<file path="src/sv/ewba_pkg.sv">
// shared types and constants for equal-width bin assignment
package ewba_pkg;

    localparam int unsigned SampleW = 32;
    localparam int unsigned BreakW  = 48;
    localparam int unsigned CountW  = 7;
    localparam int unsigned StatusW = 2;

    typedef enum logic [1:0] {
        OP_ACCUM    = 2'd0,
        OP_FINALIZE = 2'd1,
        OP_CLASSIFY = 2'd2,
        OP_UNUSED   = 2'd3
    } t_op;

    typedef enum logic [1:0] {
        ST_OK       = 2'd0,
        ST_EQUAL    = 2'd1,
        ST_EMPTY    = 2'd2,
        ST_RANGE    = 2'd3
    } t_status;

    // divider control
    typedef struct packed {
        logic                start;
        logic [SampleW+15:0] dividend;
        logic [CountW-1:0]   divisor;
    } t_div_req;

    typedef struct packed {
        logic                done;
        logic [SampleW+15:0] quotient;
    } t_div_rsp;

endpackage

</file>
<file path="src/sv/ewba_div.sv">
// restoring bit-serial divider for the break step
module ewba_div
    import ewba_pkg::*;
(
    input  logic     i_clk,
    input  logic     i_rst_n,
    input  t_div_req i_req,
    output t_div_rsp o_rsp
);
    localparam int unsigned DW = SampleW + 16;

    logic [DW-1:0]     r_quo, n_quo;
    logic [CountW:0]   r_rem, n_rem;
    logic [CountW-1:0] r_dvs;
    logic [5:0]        r_cnt;
    logic              r_busy, r_done;
    logic [CountW:0]   w_trial;

    assign w_trial = {r_rem[CountW-1:0], r_quo[DW-1]};

    always_comb begin
        n_rem = w_trial;
        n_quo = {r_quo[DW-2:0], 1'b0};
        if (w_trial >= {1'b0, r_dvs}) begin
            n_rem = w_trial - {1'b0, r_dvs};
            n_quo[0] = 1'b1;
        end
    end

    always_ff @(posedge i_clk) begin
        if (!i_rst_n) begin
            r_busy <= 1'b0;
            r_done <= 1'b0;
            r_cnt  <= '0;
        end else begin
            r_done <= 1'b0;
            if (i_req.start) begin
                r_busy <= 1'b1;
                r_cnt  <= 6'(DW - 1);
            end else if (r_busy) begin
                r_cnt <= r_cnt - 6'd1;
                if (r_cnt == '0) begin
                    r_busy <= 1'b0;
                    r_done <= 1'b1;
                end
            end
        end
    end

    always_ff @(posedge i_clk) begin
        if (i_req.start) begin
            r_quo <= i_req.dividend;
            r_rem <= '0;
            r_dvs <= i_req.divisor;
        end else if (r_busy) begin
            r_quo <= n_quo;
            r_rem <= n_rem;
        end
    end

    assign o_rsp.done     = r_done;
    assign o_rsp.quotient = r_quo;
endmodule

</file>
<file path="src/sv/ewba_mem.sv">
// break table storage, one write and one registered read port
module ewba_mem
    import ewba_pkg::*;
#(
    parameter int unsigned AW    = 7,
    parameter int unsigned DEPTH = 65
) (
    input  logic              i_clk,
    input  logic              i_we,
    input  logic [AW-1:0]     i_waddr,
    input  logic [BreakW-1:0] i_wdata,
    input  logic [AW-1:0]     i_raddr,
    output logic [BreakW-1:0] o_rdata
);
    logic [BreakW-1:0] r_mem [DEPTH];

    always_ff @(posedge i_clk) begin
        if (i_we) r_mem[i_waddr] <= i_wdata;
        o_rdata <= r_mem[i_raddr];
    end
endmodule

</file>
<file path="src/sv/equal_width_bin_assignment.sv">
// equal-width bin assignment: top level with control sequencer
// accumulate gives no word out; classify does a binary search over the break table
// finalize runs a 48-step serial divide, then writes one break per cycle
// one item at a time; the break table port and the divider set the rate
// the input waits while a result word is held in the output register
// reset (synchronous, active low) clears min/max, flags, bin count to 8
module equal_width_bin_assignment
    import ewba_pkg::*;
#(
    parameter int unsigned MAX_BINS   = 64,
    parameter int unsigned GROUP_BASE = 0
) (
    input  logic                i_clk,
    input  logic                i_rst_n,
    input  logic                s_axis_tvalid,
    output logic                s_axis_tready,
    input  logic [31:0]         s_axis_tdata,  // sample_value
    input  logic [1:0]          s_axis_tuser,  // operation
    output logic                m_axis_tvalid,
    input  logic                m_axis_tready,
    output logic [15:0]         m_axis_tdata,  // group[6:0], status[8:7], zero pad
    input  logic                i_cfg_valid,
    output logic                o_cfg_ready,
    input  logic [CountW-1:0]   i_cfg_data     // bin_count
);
    localparam int unsigned AW = $clog2(MAX_BINS + 1);

    typedef enum logic [5:0] {
        S_IDLE  = 6'b000001,
        S_DIV   = 6'b000010,
        S_FILL  = 6'b000100,
        S_RDHI  = 6'b001000,
        S_CHK   = 6'b010000,
        S_SRCH  = 6'b100000
    } t_state;

    t_state r_state;
    logic signed [SampleW-1:0] r_min, r_max, r_x;
    logic r_seen, r_ready;
    logic [CountW-1:0] r_cfg;
    logic [AW:0] r_lat, r_cnt, r_lo, r_hi, r_mid;
    logic signed [BreakW-1:0] r_acc, r_step;
    logic r_ov;
    logic [CountW-1:0] r_grp;
    logic [StatusW-1:0] r_st;
    logic r_chk_lo;

    logic w_acc, w_out_free;
    logic [AW:0] w_clamp;
    t_div_req w_dreq;
    t_div_rsp w_drsp;
    logic w_we;
    logic [AW-1:0] w_waddr, w_raddr;
    logic [BreakW-1:0] w_wdata, w_rdata;
    logic signed [BreakW-1:0] w_xq;
    logic signed [SampleW-1:0] w_s;
    t_op w_op;

    assign w_s  = $signed(s_axis_tdata);
    assign w_op = t_op'(s_axis_tuser);
    assign w_out_free = !r_ov || m_axis_tready;
    assign s_axis_tready = (r_state == S_IDLE) && w_out_free;
    assign w_acc = s_axis_tvalid && s_axis_tready;
    assign o_cfg_ready = 1'b1;
    assign w_xq = {r_x, 16'd0};

    always_comb begin
        if (r_cfg == '0) w_clamp = (AW+1)'(1);
        else if ({{(AW+1){1'b0}}, r_cfg} > (AW+CountW+1)'(MAX_BINS))
            w_clamp = (AW+1)'(MAX_BINS);
        else w_clamp = (AW+1)'(r_cfg);
    end

    assign w_dreq.start    = w_acc && (w_op == OP_FINALIZE) && r_seen && (r_min != r_max);
    assign w_dreq.dividend = {32'(r_max - r_min), 16'd0};
    assign w_dreq.divisor  = CountW'(w_clamp);

    ewba_div u_div (.i_clk, .i_rst_n, .i_req(w_dreq), .o_rsp(w_drsp));

    always_comb begin
        w_we    = 1'b0;
        w_waddr = r_cnt[AW-1:0];
        w_wdata = r_acc;
        if (r_state == S_FILL) begin
            w_we = 1'b1;
            if (r_cnt == r_lat) w_wdata = {r_max, 16'd0};
        end
        w_raddr = r_mid[AW-1:0];
    end

    ewba_mem #(.AW(AW), .DEPTH(MAX_BINS + 1)) u_mem (
        .i_clk, .i_we(w_we), .i_waddr(w_waddr), .i_wdata(w_wdata),
        .i_raddr(w_raddr), .o_rdata(w_rdata)
    );

    always_ff @(posedge i_clk) begin
        if (!i_rst_n) begin
            r_state <= S_IDLE;
            r_min   <= '0;
            r_max   <= '0;
            r_seen  <= 1'b0;
            r_ready <= 1'b0;
            r_cfg   <= CountW'(8);
            r_lat   <= (AW+1)'(1);
            r_ov    <= 1'b0;
        end else begin
            if (i_cfg_valid) r_cfg <= i_cfg_data;
            if (m_axis_tready) r_ov <= 1'b0;
            case (r_state)
                S_IDLE: begin
                    if (w_acc) begin
                        case (w_op)
                            OP_ACCUM: begin
                                r_ready <= 1'b0;
                                r_seen  <= 1'b1;
                                if (!r_seen || r_ready) begin
                                    r_min <= w_s;
                                    r_max <= w_s;
                                end else begin
                                    if (w_s < r_min) r_min <= w_s;
                                    if (w_s > r_max) r_max <= w_s;
                                end
                            end
                            OP_FINALIZE: begin
                                if (!r_seen) begin
                                    r_ready <= 1'b0;
                                    r_ov <= 1'b1; r_grp <= '0; r_st <= ST_EMPTY;
                                end else if (r_min == r_max) begin
                                    r_ready <= 1'b0;
                                    r_ov <= 1'b1; r_grp <= '0; r_st <= ST_EQUAL;
                                end else begin
                                    r_lat   <= w_clamp;
                                    r_state <= S_DIV;
                                end
                            end
                            OP_CLASSIFY: begin
                                if (!r_ready) begin
                                    r_ov <= 1'b1; r_grp <= '0; r_st <= ST_RANGE;
                                end else begin
                                    r_x   <= w_s;
                                    r_lo  <= '0;
                                    r_hi  <= r_lat;
                                    r_mid <= '0;
                                    r_state <= S_RDHI;
                                end
                            end
                            default: ;
                        endcase
                    end
                end
                S_DIV: begin
                    if (w_drsp.done) begin
                        r_step  <= $signed(w_drsp.quotient);
                        r_acc   <= {r_min, 16'd0};
                        r_cnt   <= '0;
                        r_state <= S_FILL;
                    end
                end
                S_FILL: begin
                    r_acc <= r_acc + r_step;
                    r_cnt <= r_cnt + 1'b1;
                    if (r_cnt == r_lat) begin
                        r_ready <= 1'b1;
                        r_ov <= 1'b1; r_grp <= '0; r_st <= ST_OK;
                        r_state <= S_IDLE;
                    end
                end
                S_RDHI: begin
                    // break 0 is being read; queue the top break
                    r_mid <= r_hi;
                    r_chk_lo <= 1'b1;
                    r_state <= S_CHK;
                end
                S_CHK: begin
                    if (r_chk_lo) begin
                        r_chk_lo <= 1'b0;
                        if (w_xq < $signed(w_rdata)) begin
                            r_ov <= 1'b1; r_grp <= '0; r_st <= ST_RANGE;
                            r_state <= S_IDLE;
                        end
                    end else if (w_xq > $signed(w_rdata)) begin
                        r_ov <= 1'b1; r_grp <= '0; r_st <= ST_RANGE;
                        r_state <= S_IDLE;
                    end else if (r_hi - r_lo < 2) begin
                        r_ov <= 1'b1; r_grp <= CountW'(r_lo + GROUP_BASE); r_st <= ST_OK;
                        r_state <= S_IDLE;
                    end else begin
                        r_mid <= (r_lo + r_hi) >> 1;
                        r_state <= S_SRCH;
                        r_chk_lo <= 1'b1;
                    end
                end
                S_SRCH: begin
                    // r_chk_lo toggles: set = read pending, clear = data valid
                    if (r_chk_lo) begin
                        r_chk_lo <= 1'b0;
                    end else begin
                        logic [AW:0] v_lo, v_hi;
                        v_lo = r_lo;
                        v_hi = r_hi;
                        if (w_xq >= $signed(w_rdata)) v_lo = r_mid;
                        else v_hi = r_mid;
                        r_lo <= v_lo;
                        r_hi <= v_hi;
                        if (v_hi - v_lo < 2) begin
                            r_ov <= 1'b1;
                            r_grp <= CountW'(v_lo + GROUP_BASE);
                            r_st <= ST_OK;
                            r_state <= S_IDLE;
                        end else begin
                            r_mid <= (v_lo + v_hi) >> 1;
                            r_chk_lo <= 1'b1;
                        end
                    end
                end
                default: r_state <= S_IDLE;
            endcase
        end
    end

    assign m_axis_tvalid = r_ov;
    assign m_axis_tdata  = {7'd0, r_st, r_grp};
endmodule

</file>
<file path="config.mk">
export PLATFORM = sky130hd
export DESIGN_NAME = equal_width_bin_assignment
export DESIGN_NICKNAME = d
export VERILOG_FILES = /design/src/sv/ewba_pkg.sv /design/src/sv/ewba_div.sv /design/src/sv/ewba_mem.sv /design/src/sv/equal_width_bin_assignment.sv
export SDC_FILE = /design/constraint.sdc
export NUM_CORES = 2
export LEC_CHECK = 0
export BUFFER_PORTS_ARGS = -buffer_cell sky130_fd_sc_hd__buf_2
export CAP_MARGIN = 30
export CELL_PAD_IN_SITES_DETAIL_PLACEMENT = 0
export CELL_PAD_IN_SITES_GLOBAL_PLACEMENT = 1
export CORE_MARGIN = 2
export CORE_UTILIZATION = 35
export CTS_CLUSTER_DIAMETER = 200
export DETAILED_ROUTE_END_ITERATION = 8
export GPL_TIMING_DRIVEN = 0
export PLACE_DENSITY_LB_ADDON = 0.1
export REMOVE_ABC_BUFFERS = 1
export SYNTH_ARGS = -nofsm -noshare
export SYNTH_HDL_FRONTEND = slang
export SYNTH_SLANG_ARGS = --single-unit
</file>
<file path="constraint.sdc">
create_clock -name i_clk -period 18.7 [get_ports i_clk]
set_clock_uncertainty 0.05 [all_clocks]
set_input_delay 3.74 -clock i_clk [delete_from_list [all_inputs] [get_ports i_clk]]
set_output_delay 3.74 -clock i_clk [all_outputs]
set_load 0.005 [all_outputs]
</file>
==> impl_results.md <==
* Status: finished clean
* # placed instances at 12500
* Synth Cell Area at 141000 sq um
* Asr flop ratio synth at 0
* Die area at 408000 sq um
* Sequential-to-total area share from yosys stat at 0.733
* Final period util at 0.441
* Top-area cell type share of the netlist area at 0.709
* Crit path DAT at 4.46 ns
* Logic pwr share at 0.107
* Vias in the first global route at 74900
* Cell with the most instances after synthesis: edfxtp_1
* Largest net degree at the start of global routing at 118
* Metal2 WL at 217000 um
* Initial Util at 0.351
* Metal3 WL at 24600 um
* Setup TNS at 0 ns
* Final Util at 0.429
* Reg2reg path depth at 20
* RSZ-0062 raised after global routing: false
* Final setup viols at 0
* CTS tree: yes
* GRT Util Overall at 0.219
* CP bufs+invs at 2
* CP endpoint kind: primary output
* Core area at 402000 sq um
* Post-route insts no fill at 13200
* CTS Buffer Depth at 4
* CTS Sinks at 3495
* Die W at 639 um
* Routed Antenna Nets at 0
* FF+latch count, synth at 3495
* Clk pwr share at 0.416
* Hold depth at 0
* Hold WC Path Type: reg -> reg
* Top cell by count, worst path: buf_2
* Worst skew pair latency at 0.96 ns
* Main area contributors after synthesis: edfxtp_1, mux4_2, dfxtp_1
* Worst setup SP type: primary input
* DR iter-0 viols at 8214
* Clock-pin transition on the worst setup and hold timing paths at 0.06 ns
* Layout Nets at 7862
* Mean area per synthesized cell at 20.3 sq um
* CP max stage delay at 0.26 ns
* Period minus WS final at 8.25 ns
* Port Buffer Count at 56
* Peak VDD IR at 0.0770 mV
* Max Cap Viol at 0
* Met1 wire length at 197000 um
* Rel. slew slack at 0.279
* Drt drc at 0
* Register area at 103000 sq um
* Cts repair resizes at 0
* Chip height at 639 um
* Fin. max-slew vios at 0
* WS Path Type: in -> out
* Filler Cells Inserted at 34500
* Pint at 13.9 mW
* Synth unique cells at 81
* Sw Pwr at 4.15 mW
* Leak at 55.8 nW
* CP top delay family: simple AND/OR/NAND/NOR gates
* GP Congestion at 0.761
* Num CTS Buffers at 384
* Worst-margin pin slew at 1.08 ns
* I/O pin cnt at 65
* Layout cell share with drive strength beyond 1 at 0.300
* Sequential Power Share at 0.477
* Via count at 73700
* Max layer used: met5
* CTS H-tree depth at 5
* Sw Ratio at 0.230
* Max Fclk at 0.121 GHz
* Initial antenna violation count at 21
* Post-synth top cells: edfxtp_1, mux4_2, nand2_1
* Area leader, netlist: edfxtp_1
* Crit path cell chain: buf_2 > nand2b_1 > nor2b_1 > buf_2
* DP HPWL at 316000 um
* Vias per cell at 5.58
* Worst-path fanout max at 5
* Ys Warns at 0
* Critical path depth in cells at 4
* Drt wl/cell at 34.1 um
* Final WL at 451000 um
* Multi-input gate area at 36800 sq um
* First-pass GRT wire length at 619000 um
* Top FF cell, synth: edfxtp_1
* Slowest cell on crit path: nor2b_1
* Post-synth EDFFs at 3329
* Post-CTS setup buffers at 0
* Hold Fails Final Rpt at 0
* Gr ovfl total at 0
* Row cnt at 233
* Required time worst endpoint at 14.91 ns
* P&R area growth vs syn at 22.5%
* PwrDens at 104 nW/um^2
* Syn Inst Count at 6944
* Hold buffer count at CTS at 0
* TritonRoute pass-1 iters at 5
* Clk Tree Root Cell: clkbuf_16
## flip-flops by register name, indices dropped and copies added (netlist names), 7 cells and up
register       flops
r_cnt              8
r_acc             48
r_lo               8
u_div.r_rem        7
r_lat              7
r_cfg              7
r_min             32
r_mid              8
r_x               32
u_div.r_quo       48
r_grp              7
r_max             32
r_hi               8
u_mem.r_mem     3120
u_mem.o_rdata     48
r_step            48
u_div.r_dvs        7
## layer usage
metal,vias up,track usage
li1,30200,-
met1,40600,0.311
met2,2267,0.359
met3,580,0.0288
met4,6,0.0516
met5,-,0
## cell type report
| cell class | count | share of cell area |
|---|---|---|
| flip-flops and latches | 3495 | 0.598 |
| multi-input cells | 2937 | 0.213 |
| repair buffers | 617 | 0.0755 |
| clock buffers | 488 | 0.0602 |
| well taps | 5287 | 0.0383 |
| clock inverters | 218 | 0.0113 |
| inverters | 164 | 0.00358 |
| diodes | 6 | 0.0000870 |
## kinds of logic (layout without fill, tap and decap cells)
logic type / Yosys count / count (layout) / synth area share
flip-flops: 3495 / 3495 / 0.733
multiplexers: 1131 / 1131 / 0.170
AND/OR/NAND/NOR: 873 / 873 / 0.0296
AO/OA/AOI/OAI: 614 / 614 / 0.0282
buffers and inverters: 518 / 1487 / 0.0140
adder cells (fa/ha/maj): 217 / 217 / 0.0195
XOR/XNOR: 94 / 94 / 0.00584
other: 2 / 14 / 0.0000533
## metrics by stage
| stage | area (sq um) | total power [mW] | setup slack, ns | hold WS, ns |
|---|---|---|---|---|
| floorplan | 140000 | 10.8 | -14.62 | 0.377 |
| global placement | 147000 | 12.0 | -33.32 | 0.385 |
| detailed placement | 160000 | 10.7 | 10.41 | 0.385 |
| CTS | 172000 | 18.2 | 10.40 | 0.396 |
| global route | 173000 | 18.6 | 10.08 | 0.405 |
| finish | 173000 | 18.0 | 10.45 | 0.402 |
## placed cells by master (no fill, tap or decap), types with 58 or more instances in the layout
cell type / instances
clkbuf_1: 78
nor2_1: 137
clkbuf_16: 396
inv_1: 163
nor2_4: 67
a21oi_1: 119
edfxtp_1: 3329
o21ai_0: 132
nor3_1: 68
mux2i_1: 66
buf_2: 58
mux4_2: 1008
a21o_1: 76
clkinv_1: 80
clkinv_2: 74
ha_1: 212
nand3_1: 77
nand2_1: 267
buf_16: 255
buf_12: 257
dfxtp_1: 165
nand4_1: 60
## power groups by stage
stage	logic (mW)	clock network, mW	registers [mW]
final	1.93	7.50	8.60
after global routing	2.07	7.96	8.61
after floorplan	1.88	0	8.88
after detailed placement	1.95	0	8.77
after CTS	1.95	7.68	8.60
after global placement	2.92	0	9.07
## final timing paths
check                           slack, ns         startpoint             to
worst min register to register       0.40    u_div.r_quo[42]     r_step[42]
worst max-delay path                10.45      m_axis_tready  s_axis_tready
worst min-delay path                 0.40    u_div.r_quo[42]     r_step[42]
worst max register to register      10.64  u_mem.o_rdata[47]        r_st[0]
Note: power is estimated with default switching activity, not from simulation.
